### config.mk
export PLATFORM = sky130hd
export DESIGN_NAME = midpoint_ellipse_rasterizer_core_flat
export DESIGN_NICKNAME = d
export VERILOG_FILES = /design/src/design/mer_pkg.sv /design/src/design/mer_if.sv /design/src/design/mer_ctrl.sv /design/src/design/mer_datapath.sv /design/src/design/midpoint_ellipse_rasterizer_core.sv /design/src/flat_wrapper.sv
export VERILOG_INCLUDE_DIRS = /design/src /design/src/design
export SDC_FILE = /design/constraint.sdc
export NUM_CORES = 2
export LEC_CHECK = 0
export ABC_AREA = 1
export CORE_AREA = 2 2 388 313
export CTS_BUF_LIST = sky130_fd_sc_hd__clkbuf_4 sky130_fd_sc_hd__clkbuf_8
export CTS_CLUSTER_DIAMETER = 80
export DETAILED_ROUTE_END_ITERATION = 7
export DIE_AREA = 0 0 390 315
export DONT_BUFFER_PORTS = 1
export HOLD_SLACK_MARGIN = 0.1
export PLACE_DENSITY = 0.68
export SLEW_MARGIN = 10
export SYNTH_ARGS = -nofsm -noshare
export SYNTH_HDL_FRONTEND = slang
export SYNTH_HIERARCHICAL = 1
export SYNTH_SLANG_ARGS = --single-unit
### constraint.sdc
create_clock -name clk -period 30.4 [get_ports clk]
set_input_delay 0 -clock clk [delete_from_list [all_inputs] [get_ports clk]]
set_output_delay 0 -clock clk [all_outputs]
set_load 0.03 [all_outputs]
### src/design/midpoint_ellipse_rasterizer_core_defines.svh
// Assertion macros for the midpoint ellipse rasterizer.
// Included by the top level; expects clk and rst_n in the including scope.
`ifndef MIDPOINT_ELLIPSE_RASTERIZER_CORE_DEFINES_SVH
`define MIDPOINT_ELLIPSE_RASTERIZER_CORE_DEFINES_SVH
`ifndef ASSERT_OFF
// Consequent must hold in the same cycle as the antecedent
`define MER_ASSERT_NOW(label, ante, cons, msg) \
    label: assert property (@(posedge clk) disable iff (!rst_n) (ante) |-> (cons)) \
        else $error(msg);
// Consequent must hold in the cycle after the antecedent
`define MER_ASSERT_NEXT(label, ante, cons, msg) \
    label: assert property (@(posedge clk) disable iff (!rst_n) (ante) |=> (cons)) \
        else $error(msg);
`else
`define MER_ASSERT_NOW(label, ante, cons, msg)
`define MER_ASSERT_NEXT(label, ante, cons, msg)
`endif
`endif

### src/design/mer_pkg.sv
// Shared types and constants of the midpoint ellipse rasterizer.
// No dependencies; used by the interfaces, controller, datapath and top level.
package mer_pkg;

    // Output coordinate width (sums wrap to this width)
    localparam int OUT_BITS = 13;

    // Request opcodes
    localparam logic OP_START = 1'b0;
    localparam logic OP_STEP  = 1'b1;

    // Shared multiplier operand selection and destination
    typedef enum logic [3:0] {
        MUL_NONE,
        MUL_RX_RX,
        MUL_RY_RY,
        MUL_RX_SQ_RY,
        MUL_T_T,
        MUL_U_U,
        MUL_RY_SQ_A,
        MUL_RX_SQ_B,
        MUL_RX_SQ_RY_SQ
    } mul_sel_t;

    // Controller to datapath commands
    typedef struct packed {
        logic     load_start;
        mul_sel_t mul_op;
        logic     init_sum;
        logic     switch_sum;
        logic     emit_step;
    } dp_cmd_t;

    // Datapath to controller status
    typedef struct packed {
        logic switch_needed;
        logic last;
        logic out_stall;
    } dp_status_t;

endpackage

### src/design/mer_if.sv
// Request and result channel interfaces of the ellipse rasterizer.
// Depends on mer_pkg for the output coordinate width.
interface mer_cmd_if #(
    parameter int RADIUS_BITS = 10,
    parameter int COORD_BITS  = 12
);
    logic                         valid;
    logic                         ready;
    logic                         op;
    logic        [RADIUS_BITS-1:0] radius_x;
    logic        [RADIUS_BITS-1:0] radius_y;
    logic signed [COORD_BITS-1:0]  centre_x;
    logic signed [COORD_BITS-1:0]  centre_y;

    modport source (output valid, output op, output radius_x, output radius_y,
                    output centre_x, output centre_y, input ready);
    modport sink   (input valid, input op, input radius_x, input radius_y,
                    input centre_x, input centre_y, output ready);
endinterface

interface mer_pt_if;
    logic                              valid;
    logic                              ready;
    logic signed [mer_pkg::OUT_BITS-1:0] right_x;
    logic signed [mer_pkg::OUT_BITS-1:0] left_x;
    logic signed [mer_pkg::OUT_BITS-1:0] upper_y;
    logic signed [mer_pkg::OUT_BITS-1:0] lower_y;
    logic                              last;

    modport source (output valid, output right_x, output left_x, output upper_y,
                    output lower_y, output last, input ready);
    modport sink   (input valid, input right_x, input left_x, input upper_y,
                    input lower_y, input last, output ready);
endinterface

### src/design/mer_ctrl.sv
// Sequencing controller of the ellipse rasterizer.
// Depends on mer_pkg; drives datapath commands from request handshake and status.
module mer_ctrl (
    input  logic                clk,
    input  logic                rst_n,
    input  logic                req_valid,
    input  logic                req_op,
    output logic                req_ready,
    input  mer_pkg::dp_status_t sts,
    output mer_pkg::dp_cmd_t    dcmd
);

    typedef enum logic [3:0] {
        S_WAIT,
        S_LD_RX,
        S_LD_RY,
        S_LD_P,
        S_LD_SUM,
        S_SW_T,
        S_SW_U,
        S_SW_A,
        S_SW_B,
        S_SW_C,
        S_SW_SUM,
        S_EMIT
    } state_t;

    state_t state_reg, state_next;
    logic   busy_reg, busy_next;
    logic   accept;

    // Ready only while waiting and the result slot is free
    assign req_ready = (state_reg == S_WAIT) && !sts.out_stall;
    assign accept    = req_valid && req_ready;

    // Next state and command decode
    always_comb
    begin
        state_next      = state_reg;
        busy_next       = busy_reg;
        dcmd.load_start = 1'b0;
        dcmd.mul_op     = mer_pkg::MUL_NONE;
        dcmd.init_sum   = 1'b0;
        dcmd.switch_sum = 1'b0;
        dcmd.emit_step  = 1'b0;
        case (state_reg)
            S_WAIT:
            begin
                if (accept)
                begin
                    if (req_op == mer_pkg::OP_START)
                    begin
                        dcmd.load_start = 1'b1;
                        busy_next       = 1'b1;
                        state_next      = S_LD_RX;
                    end
                    else if (busy_reg)
                    begin
                        if (sts.switch_needed)
                        begin
                            state_next = S_SW_T;
                        end
                        else
                        begin
                            dcmd.emit_step = 1'b1;
                            if (sts.last)
                            begin
                                busy_next = 1'b0;
                            end
                        end
                    end
                end
            end
            S_LD_RX:
            begin
                dcmd.mul_op = mer_pkg::MUL_RX_RX;
                state_next  = S_LD_RY;
            end
            S_LD_RY:
            begin
                dcmd.mul_op = mer_pkg::MUL_RY_RY;
                state_next  = S_LD_P;
            end
            S_LD_P:
            begin
                dcmd.mul_op = mer_pkg::MUL_RX_SQ_RY;
                state_next  = S_LD_SUM;
            end
            S_LD_SUM:
            begin
                dcmd.init_sum = 1'b1;
                state_next    = S_WAIT;
            end
            S_SW_T:
            begin
                dcmd.mul_op = mer_pkg::MUL_T_T;
                state_next  = S_SW_U;
            end
            S_SW_U:
            begin
                dcmd.mul_op = mer_pkg::MUL_U_U;
                state_next  = S_SW_A;
            end
            S_SW_A:
            begin
                dcmd.mul_op = mer_pkg::MUL_RY_SQ_A;
                state_next  = S_SW_B;
            end
            S_SW_B:
            begin
                dcmd.mul_op = mer_pkg::MUL_RX_SQ_B;
                state_next  = S_SW_C;
            end
            S_SW_C:
            begin
                dcmd.mul_op = mer_pkg::MUL_RX_SQ_RY_SQ;
                state_next  = S_SW_SUM;
            end
            S_SW_SUM:
            begin
                dcmd.switch_sum = 1'b1;
                state_next      = S_EMIT;
            end
            S_EMIT:
            begin
                dcmd.emit_step = 1'b1;
                if (sts.last)
                begin
                    busy_next = 1'b0;
                end
                state_next = S_WAIT;
            end
            default:
            begin
                state_next = S_WAIT;
            end
        endcase
    end

    // State and busy flag
    always_ff @(posedge clk or negedge rst_n)
    begin
        if (!rst_n)
        begin
            state_reg <= S_WAIT;
            busy_reg  <= 1'b0;
        end
        else
        begin
            state_reg <= state_next;
            busy_reg  <= busy_next;
        end
    end

endmodule

### src/design/mer_datapath.sv
// Datapath of the ellipse rasterizer: shared multiplier, decision and slope
// registers, offsets and the result register. Depends on mer_pkg.
module mer_datapath #(
    parameter int RADIUS_BITS = 10,
    parameter int COORD_BITS  = 12
) (
    input  logic                                 clk,
    input  logic                                 rst_n,
    input  mer_pkg::dp_cmd_t                     dcmd,
    output mer_pkg::dp_status_t                  sts,
    input  logic        [RADIUS_BITS-1:0]        radius_x,
    input  logic        [RADIUS_BITS-1:0]        radius_y,
    input  logic signed [COORD_BITS-1:0]         centre_x,
    input  logic signed [COORD_BITS-1:0]         centre_y,
    output logic                                 out_valid,
    input  logic                                 out_ready,
    output logic signed [mer_pkg::OUT_BITS-1:0]  right_x,
    output logic signed [mer_pkg::OUT_BITS-1:0]  left_x,
    output logic signed [mer_pkg::OUT_BITS-1:0]  upper_y,
    output logic signed [mer_pkg::OUT_BITS-1:0]  lower_y,
    output logic                                 last
);

    localparam int RW  = RADIUS_BITS;
    localparam int OW  = RW + 1;        // offsets
    localparam int SQW = 2 * RW;        // radius squares
    localparam int SW  = 3 * RW + 4;    // slopes
    localparam int MW  = 2 * RW + 4;    // multiplier operand
    localparam int DW  = 2 * MW;        // decision and products
    localparam int OB  = mer_pkg::OUT_BITS;

    logic        [RW-1:0]  rad_x_reg, rad_y_reg;
    logic signed [COORD_BITS-1:0] cx_reg, cy_reg;
    logic        [OW-1:0]  off_x_reg, off_y_reg;
    logic        [SQW-1:0] rx_sq_reg, ry_sq_reg;
    logic        [DW-1:0]  acc_a_reg, acc_b_reg, acc_c_reg;
    logic        [SW-1:0]  slope_x_reg, slope_y_reg;
    logic        [DW-1:0]  dec_reg;
    logic                  region2_reg;
    logic                  out_valid_reg;
    logic signed [OB-1:0]  right_x_reg, left_x_reg, upper_y_reg, lower_y_reg;
    logic                  last_reg;

    logic [RW-1:0] rx_in, ry_in;
    logic [MW-1:0] mul_a, mul_b;
    logic [DW-1:0] prod;
    logic [OW-1:0] u_val;
    logic          at_last;

    logic [SW-1:0] two_rx, two_ry, sx_inc, sy_dec;
    logic [SW-1:0] slope_x_step, slope_y_step;
    logic [OW-1:0] off_x_step, off_y_step;
    logic [DW-1:0] dec_term, dec_step;
    logic          dec_neg, dec_pos;

    // Zero radius raised to one
    assign rx_in = (radius_x == '0) ? RW'(1) : radius_x;
    assign ry_in = (radius_y == '0) ? RW'(1) : radius_y;

    // (y - 1) squared needs |y - 1|; y = 0 gives one
    assign u_val = (off_y_reg == '0) ? OW'(1) : (off_y_reg - OW'(1));

    // Shared multiplier operand selection
    always_comb
    begin
        mul_a = '0;
        mul_b = '0;
        case (dcmd.mul_op)
            mer_pkg::MUL_RX_RX:
            begin
                mul_a = MW'(rad_x_reg);
                mul_b = MW'(rad_x_reg);
            end
            mer_pkg::MUL_RY_RY:
            begin
                mul_a = MW'(rad_y_reg);
                mul_b = MW'(rad_y_reg);
            end
            mer_pkg::MUL_RX_SQ_RY:
            begin
                mul_a = MW'(rx_sq_reg);
                mul_b = MW'(rad_y_reg);
            end
            mer_pkg::MUL_T_T:
            begin
                mul_a = MW'({off_x_reg, 1'b1});
                mul_b = MW'({off_x_reg, 1'b1});
            end
            mer_pkg::MUL_U_U:
            begin
                mul_a = MW'(u_val);
                mul_b = MW'(u_val);
            end
            mer_pkg::MUL_RY_SQ_A:
            begin
                mul_a = MW'(ry_sq_reg);
                mul_b = acc_a_reg[MW-1:0];
            end
            mer_pkg::MUL_RX_SQ_B:
            begin
                mul_a = MW'(rx_sq_reg);
                mul_b = acc_b_reg[MW-1:0];
            end
            mer_pkg::MUL_RX_SQ_RY_SQ:
            begin
                mul_a = MW'(rx_sq_reg);
                mul_b = MW'(ry_sq_reg);
            end
            default:
            begin
                mul_a = '0;
                mul_b = '0;
            end
        endcase
    end

    assign prod = DW'(mul_a) * DW'(mul_b);

    // One midpoint iteration; slopes move by 2*r^2 per unit offset change
    assign two_rx  = SW'({rx_sq_reg, 1'b0});
    assign two_ry  = SW'({ry_sq_reg, 1'b0});
    assign sx_inc  = slope_x_reg + two_ry;
    assign sy_dec  = slope_y_reg - two_rx;
    assign dec_neg = dec_reg[DW-1];
    assign dec_pos = !dec_neg && (dec_reg != '0);

    always_comb
    begin
        off_x_step   = off_x_reg;
        off_y_step   = off_y_reg;
        slope_x_step = slope_x_reg;
        slope_y_step = slope_y_reg;
        if (!region2_reg)
        begin
            off_x_step   = off_x_reg + OW'(1);
            slope_x_step = sx_inc;
            if (dec_neg)
            begin
                dec_term = DW'(sx_inc) + DW'(ry_sq_reg);
            end
            else
            begin
                off_y_step   = off_y_reg - OW'(1);
                slope_y_step = sy_dec;
                dec_term     = DW'(sx_inc) - DW'(sy_dec) + DW'(ry_sq_reg);
            end
        end
        else if (dec_pos)
        begin
            off_y_step   = off_y_reg - OW'(1);
            slope_y_step = sy_dec;
            dec_term     = DW'(rx_sq_reg) - DW'(sy_dec);
        end
        else
        begin
            off_x_step   = off_x_reg + OW'(1);
            off_y_step   = off_y_reg - OW'(1);
            slope_x_step = sx_inc;
            slope_y_step = sy_dec;
            dec_term     = DW'(sx_inc) - DW'(sy_dec) + DW'(rx_sq_reg);
        end
        dec_step = dec_reg + {dec_term[DW-3:0], 2'b00};
    end

    assign at_last = region2_reg && (off_y_reg == '0);

    // Status to the controller
    assign sts.switch_needed = !region2_reg && !(slope_x_reg < slope_y_reg);
    assign sts.last          = at_last;
    assign sts.out_stall     = out_valid_reg && !out_ready;

    // Control flags
    always_ff @(posedge clk or negedge rst_n)
    begin
        if (!rst_n)
        begin
            region2_reg   <= 1'b0;
            out_valid_reg <= 1'b0;
        end
        else
        begin
            if (dcmd.load_start || dcmd.init_sum)
            begin
                region2_reg <= 1'b0;
            end
            else if (dcmd.switch_sum)
            begin
                region2_reg <= 1'b1;
            end
            if (dcmd.emit_step)
            begin
                out_valid_reg <= 1'b1;
            end
            else if (out_ready)
            begin
                out_valid_reg <= 1'b0;
            end
        end
    end

    // Payload registers
    always_ff @(posedge clk)
    begin
        if (dcmd.load_start)
        begin
            rad_x_reg   <= rx_in;
            rad_y_reg   <= ry_in;
            cx_reg      <= centre_x;
            cy_reg      <= centre_y;
            off_x_reg   <= '0;
            off_y_reg   <= OW'(ry_in);
            slope_x_reg <= '0;
        end

        // Product write back
        case (dcmd.mul_op)
            mer_pkg::MUL_RX_RX:       rx_sq_reg <= prod[SQW-1:0];
            mer_pkg::MUL_RY_RY:       ry_sq_reg <= prod[SQW-1:0];
            mer_pkg::MUL_RX_SQ_RY,
            mer_pkg::MUL_T_T,
            mer_pkg::MUL_RY_SQ_A:     acc_a_reg <= prod;
            mer_pkg::MUL_U_U,
            mer_pkg::MUL_RX_SQ_B:     acc_b_reg <= prod;
            mer_pkg::MUL_RX_SQ_RY_SQ: acc_c_reg <= prod;
            default:
            begin
            end
        endcase

        // Region one start: 4ry^2 - 4rx^2*ry + rx^2
        if (dcmd.init_sum)
        begin
            slope_y_reg <= {acc_a_reg[SW-2:0], 1'b0};
            dec_reg     <= DW'({ry_sq_reg, 2'b00}) - {acc_a_reg[DW-3:0], 2'b00}
                           + DW'(rx_sq_reg);
        end

        // Region two start: ry^2(2x+1)^2 + 4rx^2(y-1)^2 - 4rx^2ry^2
        if (dcmd.switch_sum)
        begin
            dec_reg <= acc_a_reg + {acc_b_reg[DW-3:0], 2'b00}
                       - {acc_c_reg[DW-3:0], 2'b00};
        end

        // Emit the current points, then advance unless this is the last one
        if (dcmd.emit_step)
        begin
            right_x_reg <= OB'(cx_reg) + OB'(off_x_reg);
            left_x_reg  <= OB'(cx_reg) - OB'(off_x_reg);
            upper_y_reg <= OB'(cy_reg) + OB'(off_y_reg);
            lower_y_reg <= OB'(cy_reg) - OB'(off_y_reg);
            last_reg    <= at_last;
            if (!at_last)
            begin
                off_x_reg   <= off_x_step;
                off_y_reg   <= off_y_step;
                slope_x_reg <= slope_x_step;
                slope_y_reg <= slope_y_step;
                dec_reg     <= dec_step;
            end
        end
    end

    assign out_valid = out_valid_reg;
    assign right_x   = right_x_reg;
    assign left_x    = left_x_reg;
    assign upper_y   = upper_y_reg;
    assign lower_y   = lower_y_reg;
    assign last      = last_reg;

endmodule

### src/design/midpoint_ellipse_rasterizer_core.sv
// Channel  Dir  Payload                                   Handshake
// cmd      in   op, radius_x, radius_y, centre_x, centre_y valid/ready
// pts      out  right_x, left_x, upper_y, lower_y, last    valid/ready
//
// A step in either region emits as soon as it is accepted; the step that crosses
// into region two first runs five products on the one shared multiplier and
// one sum, then emits. A start runs three products and one sum. A step while
// idle emits nothing. Reset leaves the block idle with no ellipse loaded.
// cmd.ready drops while a result is held and pts.ready is low.
//
// Top level of the midpoint ellipse rasterizer; depends on mer_pkg, mer_if,
// mer_ctrl, mer_datapath and the assertion macro header.
`include "midpoint_ellipse_rasterizer_core_defines.svh"

module midpoint_ellipse_rasterizer_core #(
    parameter int RADIUS_BITS = 10,
    parameter int COORD_BITS  = 12
) (
    input  logic          clk,
    input  logic          rst_n,
    mer_cmd_if.sink       cmd,
    mer_pt_if.source      pts
);

    mer_pkg::dp_cmd_t    dcmd;
    mer_pkg::dp_status_t sts;

    // Sequencing controller
    mer_ctrl u_ctrl (
        .clk       (clk),
        .rst_n     (rst_n),
        .req_valid (cmd.valid),
        .req_op    (cmd.op),
        .req_ready (cmd.ready),
        .sts       (sts),
        .dcmd      (dcmd)
    );

    // Arithmetic and result register
    mer_datapath #(
        .RADIUS_BITS (RADIUS_BITS),
        .COORD_BITS  (COORD_BITS)
    ) u_datapath (
        .clk       (clk),
        .rst_n     (rst_n),
        .dcmd      (dcmd),
        .sts       (sts),
        .radius_x  (cmd.radius_x),
        .radius_y  (cmd.radius_y),
        .centre_x  (cmd.centre_x),
        .centre_y  (cmd.centre_y),
        .out_valid (pts.valid),
        .out_ready (pts.ready),
        .right_x   (pts.right_x),
        .left_x    (pts.left_x),
        .upper_y   (pts.upper_y),
        .lower_y   (pts.lower_y),
        .last      (pts.last)
    );

    // A step is never emitted from region one past the switch point
    `MER_ASSERT_NOW(a_emit_no_switch, dcmd.emit_step, !sts.switch_needed, "emit before region switch")
    // The region two start sum leaves nothing left to switch
    `MER_ASSERT_NEXT(a_switch_done, dcmd.switch_sum, !sts.switch_needed, "region switch not taken")
    // An emit never overwrites a result still waiting
    `MER_ASSERT_NOW(a_emit_slot_free, dcmd.emit_step, !sts.out_stall, "result overwritten")
    // A fresh ellipse starts in region one
    `MER_ASSERT_NEXT(a_init_region_one, dcmd.init_sum, !sts.switch_needed, "bad region one start")

endmodule
### src/flat_wrapper.sv
// flat-port wrapper written by rule: the top's interface ports become plain ports
module midpoint_ellipse_rasterizer_core_flat 
#(
    parameter int RADIUS_BITS = 10,
    parameter int COORD_BITS  = 12
)
  (clk, rst_n, cmd_valid, cmd_op, cmd_radius_x, cmd_radius_y, cmd_centre_x, cmd_centre_y, cmd_ready, pts_valid, pts_right_x, pts_left_x, pts_upper_y, pts_lower_y, pts_last, pts_ready);
  mer_cmd_if #(.RADIUS_BITS(RADIUS_BITS), .COORD_BITS(COORD_BITS)) cmd_i ();
  mer_pt_if pts_i ();
  input  logic clk;
  input  logic rst_n;
  input wire logic [$bits(cmd_i.valid)-1:0] cmd_valid;
  input wire logic [$bits(cmd_i.op)-1:0] cmd_op;
  input wire logic [$bits(cmd_i.radius_x)-1:0] cmd_radius_x;
  input wire logic [$bits(cmd_i.radius_y)-1:0] cmd_radius_y;
  input wire logic [$bits(cmd_i.centre_x)-1:0] cmd_centre_x;
  input wire logic [$bits(cmd_i.centre_y)-1:0] cmd_centre_y;
  output wire logic [$bits(cmd_i.ready)-1:0] cmd_ready;
  output wire logic [$bits(pts_i.valid)-1:0] pts_valid;
  output wire logic [$bits(pts_i.right_x)-1:0] pts_right_x;
  output wire logic [$bits(pts_i.left_x)-1:0] pts_left_x;
  output wire logic [$bits(pts_i.upper_y)-1:0] pts_upper_y;
  output wire logic [$bits(pts_i.lower_y)-1:0] pts_lower_y;
  output wire logic [$bits(pts_i.last)-1:0] pts_last;
  input wire logic [$bits(pts_i.ready)-1:0] pts_ready;
  assign cmd_i.valid = cmd_valid;
  assign cmd_i.op = cmd_op;
  assign cmd_i.radius_x = cmd_radius_x;
  assign cmd_i.radius_y = cmd_radius_y;
  assign cmd_i.centre_x = cmd_centre_x;
  assign cmd_i.centre_y = cmd_centre_y;
  assign cmd_ready = cmd_i.ready;
  assign pts_valid = pts_i.valid;
  assign pts_right_x = pts_i.right_x;
  assign pts_left_x = pts_i.left_x;
  assign pts_upper_y = pts_i.upper_y;
  assign pts_lower_y = pts_i.lower_y;
  assign pts_last = pts_i.last;
  assign pts_i.ready = pts_ready;
  midpoint_ellipse_rasterizer_core #(.RADIUS_BITS(RADIUS_BITS), .COORD_BITS(COORD_BITS)) u_core (.clk(clk), .rst_n(rst_n), .cmd(cmd_i), .pts(pts_i));
endmodule
# Word-level counts from Yosys, hierarchy flattened
# Cells that the tools add are included.
# Widths: inputs -> output; s select.
# op_classes
n_addsub	18
multipliers	1
n_lt_le_gt_ge	1
n_eq_ne	25
muxes	58
n_reduce_logical	26
# op_table
op	n
$mux 34	10
$mux 48	4
$pmux 24 s7	1
$mux 46	3
$mux 11	11
$pmux 20 s6	1
$add 48x48->48	2
$add 48x20->48	1
$reduce_bool 48->1	1
$sub 22x48->48	1
$sub 48x48->48	1
$add 46x20->46	1
$mul 20x24->44	1
$pmux 4 s10	1
$add 35x21->36	1
$add 34x20->35	1
$sub 20x34->35	1
$sub 34x34->35	1
$add 34x21->34	1
$lt 34x34->1	1
$sub 34x21->34	1
$eq 4x3->1 const B	8
$pmux 4 s8	1
$add 12x12->13	2
24 further kinds	72
# totals
ff_bits	422
inputBits	49
out_inout_bits	55
word_cells	152

# Logic depth before layout (Yosys ltp)
# logic_depth
depth_word	10
ltp_mapped	55

# Cells and area by module
# Netlist, hierarchy kept.
# by_module_without_submodules
module	n_inst	cells_each	area_each_um2
mer_datapath	1	6794	52686.8
mer_ctrl	1	65	421.7

# Worst setup path before layout
# OpenSTA, ideal clock, no wires.
# synth_path
path_kind	register to register
start	reg u_core.u_ctrl.state_reg[0]
end	reg u_core.u_datapath.acc_a_reg[42] (data pin)
setup_time_ns	0.286
t_arrival_ns	9.464
slack_ns	20.650
stages_incl_launch_ff	42
path_buffers	3
period_less_slack_ns	9.750
path_cell_list	dfrtp_1 -> nor2_4 -> inv_1 -> nand2_1 -> o21ai_0 -> clkbuf_1 -> nor2_1 -> nand3_1 -> inv_1 -> clkbuf_1 -> a221oi_1 -> inv_1 -> clkbuf_1 -> nand2_1 -> fa_1 -> inv_1 -> fa_1 -> inv_1 -> [... 6 more ...] -> fa_1 -> inv_1 -> fa_1 -> inv_1 -> ha_1 -> nand2_1 -> nor2_1 -> nand2_1 -> o21ai_0 -> a21oi_1 -> o31ai_1 -> nand2_1 -> nand2_1 -> a21oi_1 -> o21ai_0 -> nand2_1 -> o311ai_0 -> xor2_1
# synth_lines
item	line_no	text
from (decl)	mer_ctrl.sv:28	state_t state_reg, state_next;
from (signal assigned)	mer_ctrl.sv:150	state_reg <= state_next;
to (signal assigned)	mer_datapath.sv:221	mer_pkg::MUL_RY_SQ_A: acc_a_reg <= prod;
to (decl)	mer_datapath.sv:36	logic [DW-1:0] acc_a_reg, acc_b_reg, acc_c_reg;

==> tab_implementation.tex <==
\begin{tabular}{lr}
\hline
Metric & Value \\
\hline
\multicolumn{2}{l}{\textbf{Run status}} \\
Run status & finished, final reports clean \\
\multicolumn{2}{l}{\textbf{Detailed routing}} \\
Detailed-route vias per instance & between 5 and 6 \\
Post-detailed-routing wire length & approximately 180 mm \\
Vias after detailed routing & approximately 48k \\
DR WL/cell & 20.5 µm \\
Total DRC errors in the routed layout & 0 \\
DRT Pass-1 Iters & 6 \\
Number of nets with antenna violations after routing & 0 \\
Violation count after the first detailed-route iteration & 5429 \\
\multicolumn{2}{l}{\textbf{Place}} \\
Number of buffers added on ports & 0 \\
Dpl hpwl & 142 mm \\
Global placer's final weighted congestion & about 0.96 \\
\multicolumn{2}{l}{\textbf{Synthesis}} \\
Seq cells post-synth & around 410 \\
Count of unique library cells instantiated by Yosys & just over 80 \\
Most used DFF post-synth & sky130\_fd\_sc\_hd\_\_edfxtp\_1 \\
Post-synthesis async set-or-reset flop share & 1.70\% \\
Cell types with the largest area share after synthesis & sky130\_fd\_sc\_hd\_\_edfxtp\_1 20\%, sky130\_fd\_sc\_hd\_\_fa\_1 18\%, sky130\_fd\_sc\_hd\_\_ha\_1 12\%, sky130\_fd\_sc\_hd\_\_inv\_1 10\%, sky130\_fd\_sc\_hd\_\_nand2\_1 9.3\% \\
Top cells by instance count after synthesis & 1412 x sky130\_fd\_sc\_hd\_\_inv\_1, 1319 x sky130\_fd\_sc\_hd\_\_nand2\_1, 538 x sky130\_fd\_sc\_hd\_\_a21oi\_1, 514 x sky130\_fd\_sc\_hd\_\_nor2\_1, 500 x sky130\_fd\_sc\_hd\_\_ha\_1 \\
Synthesized netlist net count & about 8k \\
Library cell with the highest instance count after synthesis & sky130\_fd\_sc\_hd\_\_inv\_1 \\
Netlist Area Pre-Place & about 53000 µm² \\
Synthesis Warnings & 6 \\
Share of the synthesized area in the top cell type & about 20\% \\
Sequential-to-total area share from yosys stat & 22.4\% \\
Mapped Avg Cell Area & around 7.7 µm² \\
Post-Syn Instances & 6859 \\
Post-synth EDFFs & 359 \\
Cell accounting for the most synthesized area & sky130\_fd\_sc\_hd\_\_edfxtp\_1 \\
\multicolumn{2}{l}{\textbf{Setup path}} \\
Kind of critical path & reg2reg \\
Worst Path Required & roughly 31 ns \\
Element type at the critical path end & flip-flop \\
Critical path data arrival time & 12.25 ns \\
Nature of the critical path startpoint & flip-flop \\
Most prevalent standard cell on the critical path & sky130\_fd\_sc\_hd\_\_inv\_1 \\
CP max stage delay & 1.08 ns \\
Worst R2R Start & u\_core/u\_ctrl/state\_reg[0] \\
Critical Path Fanout Max & 27 \\
Slowest cell on the critical path & sky130\_fd\_sc\_hd\_\_nor4\_2 \\
First element of the critical path & u\_core/u\_ctrl/state\_reg[0] \\
\multicolumn{2}{l}{\textbf{STA}} \\
Worst-margin pin slew & 1.35 ns \\
Unrepaired setup endpoints after global routing & no \\
Fraction of the cycle the final worst path needs & about two fifths \\
Clock Skew & roughly 0.057 ns \\
Number of setup violations in the final report & 0 \\
Post-layout minimum cycle time & around 12 ns \\
Accumulated negative setup slack & 0 ns \\
Total count of hold-check failures in the final report & 0 \\
Number of max-slew violations in the final report & 0 \\
Worst slew margin relative to its limit & a little under a tenth \\
Maximum clock frequency & 0.0853 GHz \\
\multicolumn{2}{l}{\textbf{Clocking}} \\
Clock tree from TritonCTS & done \\
Clock Tree Root & sky130\_fd\_sc\_hd\_\_clkbuf\_8 \\
Number of buffers on the longest clock path & 3 \\
Cts bufs inserted & between 70 and 80 \\
Skew-Pair Late Insertion Delay & 0.76 ns \\
Clock transition at the registers of the reported paths & 0.06 ns \\
Post-CTS sizing & 0 \\
Number of clock sinks seen by CTS & a little over 400 \\
Number of H-tree levels & 3 \\
\multicolumn{2}{l}{\textbf{Finish}} \\
Flip-flop count of the largest register, all copies and words added & 48 \\
Number of nets in the final layout & $\sim$7.9k \\
Area growth from synthesis to layout & 8.35\% \\
Share of final-layout standard cells stronger than drive strength 1 & 4.73\% \\
\multicolumn{2}{l}{\textbf{Global routing}} \\
Most used routing layer & met1 \\
Global Route met3 Usage & around 4.6\% \\
Wire length of the first global-routing pass & between 200 and 300 mm \\
Global router's overall resource usage & approximately 29\% \\
Fraction of met1 tracks used by global routing & roughly 43\% \\
M2 GR Usage & around 43\% \\
Vias in the first global route & roughly 47k \\
Remaining global-route overflow & 0 \\
Initial antenna violation count & 3 \\
Maximum number of pins on one net before global-route repair & 95 \\
\multicolumn{2}{l}{\textbf{Floorplan}} \\
Die Area & roughly 120000 µm² \\
Initial Util & 44.4\% \\
X dimension of the die & a little under 400 µm \\
Core Box Area & roughly 120000 µm² \\
Num rows & 114 \\
Vert. Die Dim & between 300 and 400 µm \\
Io pins & around 100 \\
\multicolumn{2}{l}{\textbf{Job}} \\
Count of max-cap constraint violations & 0 \\
\multicolumn{2}{l}{\textbf{Min path}} \\
Type of the worst min-delay path & in2async \\
\hline
\end{tabular}
## metrics by stage
| step | instances | hold slack (ns) | worst slack (ns) | instance area, µm² | utilization, % |
|---|---|---|---|---|---|
| global route | 8550 | 0.195 | 18.16 | 57500 | 48.1 |
| floorplan | 6859 | -0.296 | 20.65 | 53100 | - |
| detailed placement | 8313 | -0.295 | 19.02 | 55000 | 46.0 |
| global placement | 8313 | -0.295 | 19.15 | 55000 | 46.0 |
| CTS | 8549 | 0.150 | 19.00 | 57500 | 48.1 |
| finish | 8551 | 0.181 | 18.67 | 57500 | 48.1 |
## final cells by class
cell class | instances | area, µm²
fillers | 11649 | 62000
clock buffers | 95 | 1210
clock inverters | 44 | 385
diodes | 2 | 5.00
multi-input cells | 4842 | 35300
repair buffers | 156 | 1410
well taps | 1566 | 1960
flip-flops and latches | 412 | 11900
inverters | 1434 | 5380
## path summary, 6_finish.rpt
check / slack, ns / cells after the start / endpoint
hold / removal: 0.18 / 2 / u_core/u_datapath/out_valid
hold reg to reg: 0.57 / 2 / u_core/u_datapath/left_x[12]
max in group asynchronous: 29.87 / 2 / u_core/u_ctrl/state_reg[2]
setup reg to reg: 18.67 / 40 / u_core/u_datapath/acc_c_reg[42]
min in group clk: 0.21 / 3 / u_core/u_datapath/out_valid
setup / recovery: 18.67 / 40 / u_core/u_datapath/acc_c_reg[42]
## placed cells by master (no fill, tap or decap), types with 16 or more instances in the layout
cell type                       count
sky130_fd_sc_hd__a211oi_1          20
sky130_fd_sc_hd__a21boi_0          27
sky130_fd_sc_hd__a21o_1            19
sky130_fd_sc_hd__a21oi_1          538
sky130_fd_sc_hd__a221oi_1          22
sky130_fd_sc_hd__a31oi_1           53
sky130_fd_sc_hd__buf_4             59
sky130_fd_sc_hd__clkbuf_4          16
sky130_fd_sc_hd__clkbuf_8          79
sky130_fd_sc_hd__clkinv_1          23
sky130_fd_sc_hd__dfxtp_1           46
sky130_fd_sc_hd__dlygate4sd3_1     97
sky130_fd_sc_hd__edfxtp_1         359
sky130_fd_sc_hd__fa_1             465
sky130_fd_sc_hd__ha_1             500
sky130_fd_sc_hd__inv_1           1410
sky130_fd_sc_hd__nand2_1         1317
sky130_fd_sc_hd__nand2_2           28
sky130_fd_sc_hd__nand3_1          201
sky130_fd_sc_hd__nand4_1           40
sky130_fd_sc_hd__nor2_1           511
sky130_fd_sc_hd__nor3_1            66
sky130_fd_sc_hd__nor4_1            33
sky130_fd_sc_hd__o211ai_1          34
sky130_fd_sc_hd__o21ai_0          358
sky130_fd_sc_hd__o21ai_1           34
sky130_fd_sc_hd__o21bai_1          27
sky130_fd_sc_hd__o221ai_1          23
sky130_fd_sc_hd__o22ai_1           31
sky130_fd_sc_hd__o31ai_1           16
sky130_fd_sc_hd__or2_2             26
sky130_fd_sc_hd__xnor2_1           89
sky130_fd_sc_hd__xor2_1           200
## critical path, delay by kind of cell (launching register included)
| family | cells | cell delay [ns] |
|---|---|---|
| adder cells (fa/ha/maj) | 8 | 3.63 |
| AND/OR/NAND/NOR | 12 | 2.56 |
| AO/OA/AOI/OAI | 8 | 2.41 |
| buffers and inverters | 11 | 2.11 |
| flip-flops | 1 | 0.49 |
| XOR/XNOR | 1 | 0.28 |
## routing by layer
| metal | wire length (µm) | part of all wire, % | vias to the layer above |
|---|---|---|---|
| met5 | 18 | 0.010 | - |
| met4 | 3110 | 1.8 | 2 |
| met3 | 19200 | 11 | 219 |
| met2 | 73600 | 42 | 2312 |
| met1 | 79500 | 45 | 23204 |
| li1 | - | - | 22274 |
## cell families (layout without fill, tap and decap cells)
logic type	Yosys count	after routing	share of synthesized area, %
AOI/OAI and AO/OA	1276	1276	13.7
xor gates and xnor gates	293	293	4.89
adders and majority gates	965	965	29.3
buffers and inverters	1605	1729	11.4
DFF	412	412	22.4
muxes	8	8	0.151
other	0	2	0
and+or+nand+nor	2300	2300	18.2
## timing repair
action	4_1_cts	5_1_grt
setup buffers	0	0
hold endpoints to repair	186	0
hold buffers	97	0
Power is not shown: default switching activity piles up to over one toggle a cycle in this logic, so the estimate is an artifact.
